==> src/sv/smx_pkg.sv <==
// Shared types and constants for the three-track PCM mixer.
// No dependencies; every other file of the block imports this package.
package smx_pkg;

  localparam int unsigned BLOCK_LEN = 256;
  localparam int unsigned FRAME_W   = (BLOCK_LEN > 1) ? $clog2(BLOCK_LEN) : 1;

  localparam int unsigned SMP_W      = 8;
  localparam int unsigned VOL_W      = 8;
  localparam int unsigned FACTOR_W   = 16;
  localparam int unsigned GAIN_W     = 7;
  localparam int unsigned OUT_W      = 16;
  localparam int unsigned FRAC_W     = 16;
  localparam int unsigned SVOL_W     = VOL_W + FRAC_W;
  localparam int unsigned NUM_CH     = 3;
  localparam int unsigned CH_W       = 2;
  localparam int unsigned CFG_IDX_W  = 2;
  localparam int unsigned CFG_DATA_W = 16;

  localparam logic [FACTOR_W-1:0] FACTOR_RESET = 16'd5243;
  localparam logic [GAIN_W-1:0]   GAIN_RESET   = 7'd85;

  // Centred product, sum of three products, gain-scaled magnitude, quotient
  localparam int unsigned PROD_W = 18;
  localparam int unsigned SUM_W  = 20;
  localparam int unsigned ABS_W  = 17;
  localparam int unsigned MAG_W  = ABS_W + GAIN_W;
  localparam int unsigned QUOT_W = 17;

  // floor(m / 100) == (m * DIV_RECIP) >> DIV_SHIFT for every m below 2**24
  localparam int unsigned        DIV_SHIFT = 31;
  localparam int unsigned        RECIP_W   = 25;
  localparam logic [RECIP_W-1:0] DIV_RECIP = 25'd21474837;

  localparam logic [QUOT_W-1:0] POS_LIMIT = 17'd32767;
  localparam logic [QUOT_W-1:0] NEG_LIMIT = 17'd32768;
  localparam logic [OUT_W-1:0]  OUT_MAX   = 16'h7FFF;
  localparam logic [OUT_W-1:0]  OUT_MIN   = 16'h8000;

  typedef enum logic [CFG_IDX_W-1:0] {
    CFG_GLIDE_COEF = 2'd0,
    CFG_MIX_GAIN   = 2'd1
  } cfg_idx_e;

  typedef struct packed {
    logic             first;
    logic [SMP_W-1:0] sample_a;
    logic [SMP_W-1:0] sample_b;
    logic [SMP_W-1:0] sample_c;
    logic [VOL_W-1:0] target_vol_a;
    logic [VOL_W-1:0] target_vol_b;
    logic [VOL_W-1:0] target_vol_c;
  } item_t;

  typedef struct packed {
    logic  valid;
    item_t item;
  } q_push_t;

endpackage

==> src/sv/smx_if.sv <==
// Channel interfaces of the mixer: input frames, mixed results, register writes.
// Depends on smx_pkg for widths.
interface smx_in_if;
  import smx_pkg::*;
  logic             valid;
  logic             ready;
  logic [SMP_W-1:0] sample_a;
  logic [SMP_W-1:0] sample_b;
  logic [SMP_W-1:0] sample_c;
  logic [VOL_W-1:0] target_vol_a;
  logic [VOL_W-1:0] target_vol_b;
  logic [VOL_W-1:0] target_vol_c;
  modport source (output valid, sample_a, sample_b, sample_c,
                  target_vol_a, target_vol_b, target_vol_c, input ready);
  modport sink   (input valid, sample_a, sample_b, sample_c,
                  target_vol_a, target_vol_b, target_vol_c, output ready);
endinterface

interface smx_out_if;
  import smx_pkg::*;
  logic                    valid;
  logic                    ready;
  logic signed [OUT_W-1:0] mixed_sample;
  modport source (output valid, mixed_sample, input ready);
  modport sink   (input valid, mixed_sample, output ready);
endinterface

interface smx_cfg_if;
  import smx_pkg::*;
  logic                  valid;
  logic                  ready;
  logic [CFG_IDX_W-1:0]  index;
  logic [CFG_DATA_W-1:0] data;
  modport source (output valid, index, data, input ready);
  modport sink   (input valid, index, data, output ready);
endinterface

==> src/sv/smoothed_three_track_pcm_mixer.sv <==
// Top level of the three-track PCM mixer with smoothed volumes.
// Depends on smx_pkg, smx_if, smx_front, smx_queue and smx_back.
//
//   port    dir   handshake      payload
//   in_i    sink  valid/ready    sample_a/b/c, target_vol_a/b/c
//   out_o   src   valid/ready    mixed_sample (signed 16 bit)
//   cfg_i   sink  valid/ready    index (0 glide_coef, 1 mix_gain), data
//
// Steps: the back end takes each frame through product, gain, divide and
// saturate, and on the first frame of each block first smooths, where one shared
// 24x16 multiplier walks the three volumes, one per cycle.
// Reset clears the smoothed volumes, the block position and the queue, and
// loads the register defaults. The two-entry queue keeps taking frames, until
// it is full, while the back end works or waits on a stalled output register.
module smoothed_three_track_pcm_mixer (
  input  logic       clk_i,
  input  logic       rst_ni,
  smx_in_if.sink     in_i,
  smx_cfg_if.sink    cfg_i,
  smx_out_if.source  out_o
);
  import smx_pkg::*;

  logic [FACTOR_W-1:0] glide_coef_q;
  logic [GAIN_W-1:0]   mix_gain_q;

  q_push_t push;
  item_t   q_item;
  logic    q_ready, q_valid, q_pop;

  // registers take any write; unknown indexes drop
  assign cfg_i.ready = 1'b1;

  always_ff @(posedge clk_i or negedge rst_ni) begin
    if (!rst_ni) begin
      glide_coef_q <= FACTOR_RESET;
      mix_gain_q   <= GAIN_RESET;
    end else if (cfg_i.valid) begin
      case (cfg_i.index)
        CFG_GLIDE_COEF: glide_coef_q <= cfg_i.data[FACTOR_W-1:0];
        CFG_MIX_GAIN:   mix_gain_q   <= cfg_i.data[GAIN_W-1:0];
        default: ;
      endcase
    end
  end

  // accept and tag block starts
  smx_front u_front (
    .clk_i     (clk_i),
    .rst_ni    (rst_ni),
    .in_i      (in_i),
    .q_ready_i (q_ready),
    .push_o    (push)
  );

  // decouple accept from processing
  smx_queue u_queue (
    .clk_i   (clk_i),
    .rst_ni  (rst_ni),
    .push_i  (push),
    .ready_o (q_ready),
    .valid_o (q_valid),
    .item_o  (q_item),
    .pop_i   (q_pop)
  );

  // smooth, mix, divide and saturate
  smx_back u_back (
    .clk_i        (clk_i),
    .rst_ni       (rst_ni),
    .q_valid_i    (q_valid),
    .q_item_i     (q_item),
    .q_pop_o      (q_pop),
    .glide_coef_i (glide_coef_q),
    .mix_gain_i   (mix_gain_q),
    .out_o        (out_o)
  );

endmodule

==> src/sv/smx_front.sv <==
// Front end: accepts frames, tracks the position inside the block and tags
// the first frame of each block. Depends on smx_pkg and smx_in_if.
module smx_front (
  input  logic               clk_i,
  input  logic               rst_ni,
  smx_in_if.sink             in_i,
  input  logic               q_ready_i,
  output smx_pkg::q_push_t   push_o
);
  import smx_pkg::*;

  logic [FRAME_W-1:0] frame_q, frame_d;
  logic               accept;

  assign in_i.ready = q_ready_i;
  assign accept     = in_i.valid && q_ready_i;

  assign push_o.valid             = accept;
  assign push_o.item.first        = (frame_q == '0);
  assign push_o.item.sample_a     = in_i.sample_a;
  assign push_o.item.sample_b     = in_i.sample_b;
  assign push_o.item.sample_c     = in_i.sample_c;
  assign push_o.item.target_vol_a = in_i.target_vol_a;
  assign push_o.item.target_vol_b = in_i.target_vol_b;
  assign push_o.item.target_vol_c = in_i.target_vol_c;

  // wrap at the end of the block
  always_comb begin
    frame_d = frame_q;
    if (accept) begin
      if (frame_q == FRAME_W'(BLOCK_LEN - 1)) begin
        frame_d = '0;
      end else begin
        frame_d = frame_q + FRAME_W'(1);
      end
    end
  end

  always_ff @(posedge clk_i or negedge rst_ni) begin
    if (!rst_ni) begin
      frame_q <= '0;
    end else begin
      frame_q <= frame_d;
    end
  end

endmodule

==> src/sv/smx_queue.sv <==
// Two-entry item queue between front and back end.
// Depends on smx_pkg.
module smx_queue (
  input  logic             clk_i,
  input  logic             rst_ni,
  input  smx_pkg::q_push_t push_i,
  output logic             ready_o,
  output logic             valid_o,
  output smx_pkg::item_t   item_o,
  input  logic             pop_i
);
  import smx_pkg::*;

  item_t      mem_q [2];
  logic       wr_ptr_q, rd_ptr_q;
  logic [1:0] count_q;
  logic       do_push, do_pop;

  assign ready_o = (count_q != 2'd2);
  assign valid_o = (count_q != 2'd0);
  assign item_o  = mem_q[rd_ptr_q];
  assign do_push = push_i.valid && ready_o;
  assign do_pop  = pop_i && valid_o;

  always_ff @(posedge clk_i) begin
    if (do_push) begin
      mem_q[wr_ptr_q] <= push_i.item;
    end
  end

  always_ff @(posedge clk_i or negedge rst_ni) begin
    if (!rst_ni) begin
      wr_ptr_q <= 1'b0;
      rd_ptr_q <= 1'b0;
      count_q  <= 2'd0;
    end else begin
      if (do_push) wr_ptr_q <= ~wr_ptr_q;
      if (do_pop)  rd_ptr_q <= ~rd_ptr_q;
      case ({do_push, do_pop})
        2'b10:   count_q <= count_q + 2'd1;
        2'b01:   count_q <= count_q - 2'd1;
        default: count_q <= count_q;
      endcase
    end
  end

endmodule

==> src/sv/smx_back.sv <==
// Back end: smooths the volumes on block starts, scales and sums the tracks,
// applies gain, divides by 100 and saturates into the output register.
// Depends on smx_pkg and smx_out_if.
module smx_back (
  input  logic                          clk_i,
  input  logic                          rst_ni,
  input  logic                          q_valid_i,
  input  smx_pkg::item_t                q_item_i,
  output logic                          q_pop_o,
  input  logic [smx_pkg::FACTOR_W-1:0]  glide_coef_i,
  input  logic [smx_pkg::GAIN_W-1:0]    mix_gain_i,
  smx_out_if.source                     out_o
);
  import smx_pkg::*;

  typedef enum logic [5:0] {
    ST_IDLE   = 6'b000001,
    ST_SMOOTH = 6'b000010,
    ST_PROD   = 6'b000100,
    ST_GAIN   = 6'b001000,
    ST_DIV    = 6'b010000,
    ST_DONE   = 6'b100000
  } state_e;

  state_e state_q, state_d;
  item_t  item_q;
  logic [CH_W-1:0]   ch_q, ch_d;
  logic [SVOL_W-1:0] vol_q [NUM_CH];

  logic signed [PROD_W-1:0] prod_q [NUM_CH];
  logic                     neg_q;
  logic [MAG_W-1:0]         mag_q;
  logic [QUOT_W-1:0]        quot_q;
  logic                     out_valid_q;
  logic [OUT_W-1:0]         out_data_q;

  logic out_free, load, write_out;

  // smoothing datapath, one channel per cycle on a shared multiplier
  logic [VOL_W-1:0]           tgt;
  logic [SVOL_W-1:0]          cur, goal, diff, step, new_vol;
  logic                       up;
  logic [SVOL_W+FACTOR_W-1:0] sprod, srnd;

  // mix datapath
  logic signed [SUM_W-1:0]        sum;
  logic [SUM_W-1:0]               abs_sum;
  logic [MAG_W+RECIP_W-1:0]       full;
  logic [OUT_W-1:0]               sat;
  logic signed [SMP_W:0]          centred [NUM_CH];
  logic [SMP_W-1:0]               smp [NUM_CH];
  logic [VOL_W-1:0]               whole [NUM_CH];

  assign out_free  = !out_valid_q || out_o.ready;
  assign write_out = (state_q == ST_DONE) && out_free;
  assign load      = q_valid_i && ((state_q == ST_IDLE) || write_out);
  assign q_pop_o   = load;

  assign out_o.valid        = out_valid_q;
  assign out_o.mixed_sample = out_data_q;

  always_comb begin
    case (ch_q)
      2'd0:    tgt = item_q.target_vol_a;
      2'd1:    tgt = item_q.target_vol_b;
      default: tgt = item_q.target_vol_c;
    endcase
    cur     = vol_q[ch_q];
    goal    = {tgt, {FRAC_W{1'b0}}};
    up      = (goal >= cur);
    diff    = up ? (goal - cur) : (cur - goal);
    sprod   = (SVOL_W + FACTOR_W)'(diff) * (SVOL_W + FACTOR_W)'(glide_coef_i);
    // round the decrement up so the step floors toward minus infinity
    srnd    = up ? sprod : (sprod + (SVOL_W + FACTOR_W)'({FRAC_W{1'b1}}));
    step    = srnd[SVOL_W+FACTOR_W-1:FRAC_W];
    new_vol = up ? (cur + step) : (cur - step);
  end

  always_comb begin
    smp[0] = item_q.sample_a;
    smp[1] = item_q.sample_b;
    smp[2] = item_q.sample_c;
    for (int i = 0; i < NUM_CH; i++) begin
      whole[i]   = vol_q[i][SVOL_W-1:FRAC_W];
      centred[i] = $signed({1'b0, smp[i]}) - $signed((SMP_W + 1)'(128));
    end
    sum = SUM_W'(prod_q[0]) + SUM_W'(prod_q[1]) + SUM_W'(prod_q[2]);
    abs_sum = sum[SUM_W-1] ? SUM_W'(-sum) : SUM_W'(sum);
    full = (MAG_W + RECIP_W)'(mag_q) * (MAG_W + RECIP_W)'(DIV_RECIP);
    if (neg_q) begin
      sat = (quot_q > NEG_LIMIT) ? OUT_MIN : OUT_W'(-quot_q);
    end else begin
      sat = (quot_q > POS_LIMIT) ? OUT_MAX : quot_q[OUT_W-1:0];
    end
  end

  always_comb begin
    state_d = state_q;
    ch_d    = ch_q;
    case (state_q)
      ST_IDLE: begin
        if (load) begin
          state_d = q_item_i.first ? ST_SMOOTH : ST_PROD;
          ch_d    = '0;
        end
      end
      ST_SMOOTH: begin
        if (ch_q == CH_W'(NUM_CH - 1)) begin
          state_d = ST_PROD;
        end else begin
          ch_d = ch_q + CH_W'(1);
        end
      end
      ST_PROD: state_d = ST_GAIN;
      ST_GAIN: state_d = ST_DIV;
      ST_DIV:  state_d = ST_DONE;
      ST_DONE: begin
        if (load) begin
          state_d = q_item_i.first ? ST_SMOOTH : ST_PROD;
          ch_d    = '0;
        end else if (write_out) begin
          state_d = ST_IDLE;
        end
      end
      default: state_d = ST_IDLE;
    endcase
  end

  // payload registers
  always_ff @(posedge clk_i) begin
    if (load) item_q <= q_item_i;
    if (state_q == ST_PROD) begin
      for (int i = 0; i < NUM_CH; i++) begin
        prod_q[i] <= PROD_W'(centred[i]) * PROD_W'($signed({1'b0, whole[i]}));
      end
    end
    if (state_q == ST_GAIN) begin
      neg_q <= sum[SUM_W-1];
      mag_q <= MAG_W'(abs_sum[ABS_W-1:0]) * MAG_W'(mix_gain_i);
    end
    if (state_q == ST_DIV) quot_q <= QUOT_W'(full >> DIV_SHIFT);
    if (write_out) out_data_q <= sat;
  end

  always_ff @(posedge clk_i or negedge rst_ni) begin
    if (!rst_ni) begin
      state_q     <= ST_IDLE;
      ch_q        <= '0;
      out_valid_q <= 1'b0;
      for (int i = 0; i < NUM_CH; i++) vol_q[i] <= '0;
    end else begin
      state_q <= state_d;
      ch_q    <= ch_d;
      if (state_q == ST_SMOOTH) vol_q[ch_q] <= new_vol;
      if (write_out) begin
        out_valid_q <= 1'b1;
      end else if (out_o.ready) begin
        out_valid_q <= 1'b0;
      end
    end
  end

endmodule
==> src/flat_wrapper.sv <==
// flat-port wrapper written by rule: the top's interface ports become plain ports
module smoothed_three_track_pcm_mixer_flat import smx_pkg::*;
  (clk_i, rst_ni, in_i_valid, in_i_sample_a, in_i_sample_b, in_i_sample_c, in_i_target_vol_a, in_i_target_vol_b, in_i_target_vol_c, in_i_ready, cfg_i_valid, cfg_i_index, cfg_i_data, cfg_i_ready, out_o_valid, out_o_mixed_sample, out_o_ready);
  smx_in_if in_i_i ();
  smx_cfg_if cfg_i_i ();
  smx_out_if out_o_i ();
  input  logic clk_i;
  input  logic rst_ni;
  input wire logic [$bits(in_i_i.valid)-1:0] in_i_valid;
  input wire logic [$bits(in_i_i.sample_a)-1:0] in_i_sample_a;
  input wire logic [$bits(in_i_i.sample_b)-1:0] in_i_sample_b;
  input wire logic [$bits(in_i_i.sample_c)-1:0] in_i_sample_c;
  input wire logic [$bits(in_i_i.target_vol_a)-1:0] in_i_target_vol_a;
  input wire logic [$bits(in_i_i.target_vol_b)-1:0] in_i_target_vol_b;
  input wire logic [$bits(in_i_i.target_vol_c)-1:0] in_i_target_vol_c;
  output wire logic [$bits(in_i_i.ready)-1:0] in_i_ready;
  input wire logic [$bits(cfg_i_i.valid)-1:0] cfg_i_valid;
  input wire logic [$bits(cfg_i_i.index)-1:0] cfg_i_index;
  input wire logic [$bits(cfg_i_i.data)-1:0] cfg_i_data;
  output wire logic [$bits(cfg_i_i.ready)-1:0] cfg_i_ready;
  output wire logic [$bits(out_o_i.valid)-1:0] out_o_valid;
  output wire logic [$bits(out_o_i.mixed_sample)-1:0] out_o_mixed_sample;
  input wire logic [$bits(out_o_i.ready)-1:0] out_o_ready;
  assign in_i_i.valid = in_i_valid;
  assign in_i_i.sample_a = in_i_sample_a;
  assign in_i_i.sample_b = in_i_sample_b;
  assign in_i_i.sample_c = in_i_sample_c;
  assign in_i_i.target_vol_a = in_i_target_vol_a;
  assign in_i_i.target_vol_b = in_i_target_vol_b;
  assign in_i_i.target_vol_c = in_i_target_vol_c;
  assign in_i_ready = in_i_i.ready;
  assign cfg_i_i.valid = cfg_i_valid;
  assign cfg_i_i.index = cfg_i_index;
  assign cfg_i_i.data = cfg_i_data;
  assign cfg_i_ready = cfg_i_i.ready;
  assign out_o_valid = out_o_i.valid;
  assign out_o_mixed_sample = out_o_i.mixed_sample;
  assign out_o_i.ready = out_o_ready;
  smoothed_three_track_pcm_mixer u_core (.clk_i(clk_i), .rst_ni(rst_ni), .in_i(in_i_i), .cfg_i(cfg_i_i), .out_o(out_o_i));
endmodule
==> config.mk <==
export PLATFORM = sky130hd
export DESIGN_NAME = smoothed_three_track_pcm_mixer_flat
export DESIGN_NICKNAME = d
export VERILOG_FILES = /design/src/sv/smx_pkg.sv /design/src/sv/smx_if.sv /design/src/sv/smoothed_three_track_pcm_mixer.sv /design/src/sv/smx_front.sv /design/src/sv/smx_queue.sv /design/src/sv/smx_back.sv /design/src/flat_wrapper.sv
export SDC_FILE = /design/constraint.sdc
export NUM_CORES = 2
export LEC_CHECK = 0
export ABC_CLOCK_PERIOD_IN_PS = 16100
export CORE_UTILIZATION = 37
export CTS_CLUSTER_SIZE = 28
export DETAILED_ROUTE_END_ITERATION = 16
export DONT_BUFFER_PORTS = 1
export PLACE_DENSITY = 0.5
export SLEW_MARGIN = 10
export SYNTH_ARGS = -nofsm -noshare
export SYNTH_HDL_FRONTEND = slang
export SYNTH_SLANG_ARGS = --single-unit
==> constraint.sdc <==
create_clock -name clk_i -period 16.1 [get_ports clk_i]
set_input_delay 0 -clock clk_i [delete_from_list [all_inputs] [get_ports clk_i]]
set_output_delay 0 -clock clk_i [all_outputs]
set_load 0.03 [all_outputs]
==> impl_results.md <==
* Status: finished with violations
* Failing checks: hold timing
* Postcts setup bufs at 0
* Vias in the first global route at 35727
* Flops & latches, synth at about 370
* Ys Warns at 0
* Post-detailed-route count of antenna-violating nets at 0
* DRC viols at 0
* Antenna cell count at 0
* Final hold slack at -0.03697 ns
* Slew Viols, Final at 0
* Total negative slack at 0 ns
* Post-synthesis async set-or-reset flop share at 0.3102
* WL final at 119900 um
* Largest net degree at the start of global routing at 117
* Reg2Reg Depth at 55
* Synth Area per Inst at slightly above 10 um2
* Reg clk slew, reported paths at 0.08 ns
* Data arrival time of the critical path at 15.29 ns
* Slew of the pin with the lowest slew margin at ~1.1 ns
* Cells after synthesis at between 5000 and 6000
* CP peak stage delay at 1.02 ns
* Ratio of cells with drive above 1 in the final layout at 0.07344
* Sinks on Clock Net at 374
* Num CTS Buffers at 47
* CTS tree: yes
* NumNets Final at about 6500
* Hold/Removal Path Class: in -> async
* H-Tree Depth at 2
* Synthesized Nets at 6466
* Tot GR Track Use at 0.1745
* Worst setup path category: reg -> reg
* Detailed Place HPWL at 97880 um
* CTS root buf: clkbuf_16
* Routability-driven placement congestion ratio at 0.8835
* Core ar. at 0.1380 mm2
* Grt ovf at 0
* Endpoint class of the critical path: flip-flop
* End-of-flow core utilization at 0.4086
* Skew-Pair Late Insertion Delay at 0.64 ns
* Chip Height at 375.5 um
* Via density at between 4 and 5
* Vias at 34007
* Routed length per instance at 17.10 um
* Fin crit share at 0.9204
* Post-synth EDFFs at 258
* CP required at 16.58 ns
* Final setup fails at 0
* Dominant register cell in the synthesized netlist: edfxtp_1
* Startpoint Class: flip-flop
* Initial DRC Count at 1611
* R2r setup slk at approximately 1.3 ns
* Chip width at 375.5 um
* Max_cap viols at 0
* First-pass GRT wire length at 196200 um
* Area Growth Syn to Fin at 9.242%
* Count of cell types in the netlist at 120
* Upper clock frequency limit at slightly below 0.07 GHz
* First drt pass iteration count at 5
* Layout Skew at approximately 0.04 ns
* Slew HR at 0.2663
* Final Hold Viols at 7
* Sequential area share after synthesis at 0.2066
* Initial Utilization at 0.3741
* Row count at approximately 140
* Boundary Pins at 90
* Mapped Area at 0.05162 mm2
* Buffers on Ports at 0
* Crit-path max FO at 33
* Crit path time final at around 15 ns
* Die area at between 0.1 and 0.15 mm2
* Initial antenna violation count at 10
* RSZ-0062 raised after global routing: no
* CP max stage cell: dfrtp_1
* Max clock buf depth at 3
synth_stat cells, types with 46 or more instances:
cell type     n  area [um2]
and2_1      272        1702
xor2_1       60       525.5
a21o_1       48       360.4
nand2_1     507        1903
inv_1      1047        3930
o21ai_0      83       415.4
nor3_1       46       230.2
nor2_1      142       533.0
edfxtp_1    258        7747
clkbuf_1    106       397.9
xnor2_1     152        1331
a21oi_1     140       700.7
nor2b_1      46       287.8
ha_1        573        7169
mux2_2      139        1565
fa_1        770       15410
dfrtp_1     103        2577
critical path: cells and delay by family, from the launching register on:
kind,cells,cell delay (ns)
and+or+nand+nor,15,3.28
buffers and inverters,7,0.66
AOI/OAI and AO/OA,16,3.75
DFF,1,1.02
muxes,2,0.54
xor gates and xnor gates,5,0.91
adders and majority gates,10,4.49
metrics by stage:
| stage | hold WS, ns | setup WS (ns) | cell area [um2] | std cells |
|---|---|---|---|---|
| floorplan | -0.2956 | 2.964 | 51620 | 5052 |
| global placement | -0.2899 | 1.701 | 53740 | 6823 |
| detailed placement | -0.2902 | 1.325 | 53740 | 6823 |
| CTS | 0.0004859 | 1.269 | 56390 | 7010 |
| global route | 0.01114 | 0.03472 | 56390 | 7010 |
| finish | -0.03697 | 1.282 | 56390 | 7010 |
path summary, 6_finish.rpt:
kind	startpoint	end
min in group clk_i	in_i_target_vol_a[7]	u_core.u_queue.mem_q[1][23]
min	rst_ni	u_core.glide_coef_q[7]
min reg2reg	u_core.u_back.vol_q[50]	u_core.u_back.vol_q[50]
max	u_core.u_back.ch_q[0]	u_core.u_back.vol_q[23]
max reg2reg	u_core.u_back.ch_q[0]	u_core.u_back.vol_q[23]
max in group asynchronous	rst_ni	u_core.mix_gain_q[1]
flip-flops by register name (all words and copies together) (netlist names):
signal / flops
u_core.u_queue.wr_ptr_q: 1
u_core.u_back.quot_q: 17
u_core.u_back.neg_q: 1
u_core.u_back.ch_q: 2
u_core.u_back.out_o.mixed_sample: 16
u_core.u_back.mag_q: 24
u_core.glide_coef_q: 16
u_core.u_queue.count_q: 2
u_core.u_back.out_o.valid: 1
u_core.u_front.frame_q: 8
u_core.u_queue.rd_ptr_q: 1
u_core.u_back.item_q: 48
u_core.u_back.prod_q: 54
u_core.u_back.state_q: 6
u_core.u_back.vol_q: 72
u_core.mix_gain_q: 7
u_core.u_queue.mem_q: 98
placed cells by master, fill, tap and decap left out, drive strengths merged, types with 103 or more instances in the layout:
master	count
a21oi	145
and2	273
dfrtp	103
edfxtp	258
fa	770
ha	573
inv	1055
mux2	142
nand2	507
nor2	146
xnor2	156
cells by family after synthesis:
kind of cell / after synthesis / share of synthesized area
adder cells (fa/ha/maj): 1343 / 0.4375
AND/OR/NAND/NOR: 1241 / 0.1217
buffers and inverters: 1187 / 0.08774
AO/OA/AOI/OAI: 517 / 0.07182
flip-flops: 374 / 0.2066
XOR/XNOR: 218 / 0.03786
multiplexers: 171 / 0.03667
other: 1 / 0.00007264
metal layers:
| layer | routed length [um] | part of all wire | track usage |
|---|---|---|---|
| met2 | 55920 | 0.47 | 0.2850 |
| met5 | 70 | 0.00058 | 0 |
| met3 | 3990 | 0.033 | 0.02159 |
| met4 | 2818 | 0.024 | 0.03982 |
| met1 | 57070 | 0.48 | 0.2465 |
cell type report:
type	instances	area (um2)
clock buffers	54	1232
clock inverters	34	415.4
fillers	13616	81610
inverters	1050	3941
multi-input cells	3491	36460
flip-flops and latches	374	10670
well taps	1863	2331
repair buffers	144	1346
timing repair:
item | 4_1_cts | 5_1_grt
gates resized for setup | 0 | 0
endpoints found under the hold margin | 246 | 0
hold buffers | 99 | 0
Power is left out: the tool's default activity adds up to more than one toggle a clock period on the data nets, which glitch-free logic cannot reach.
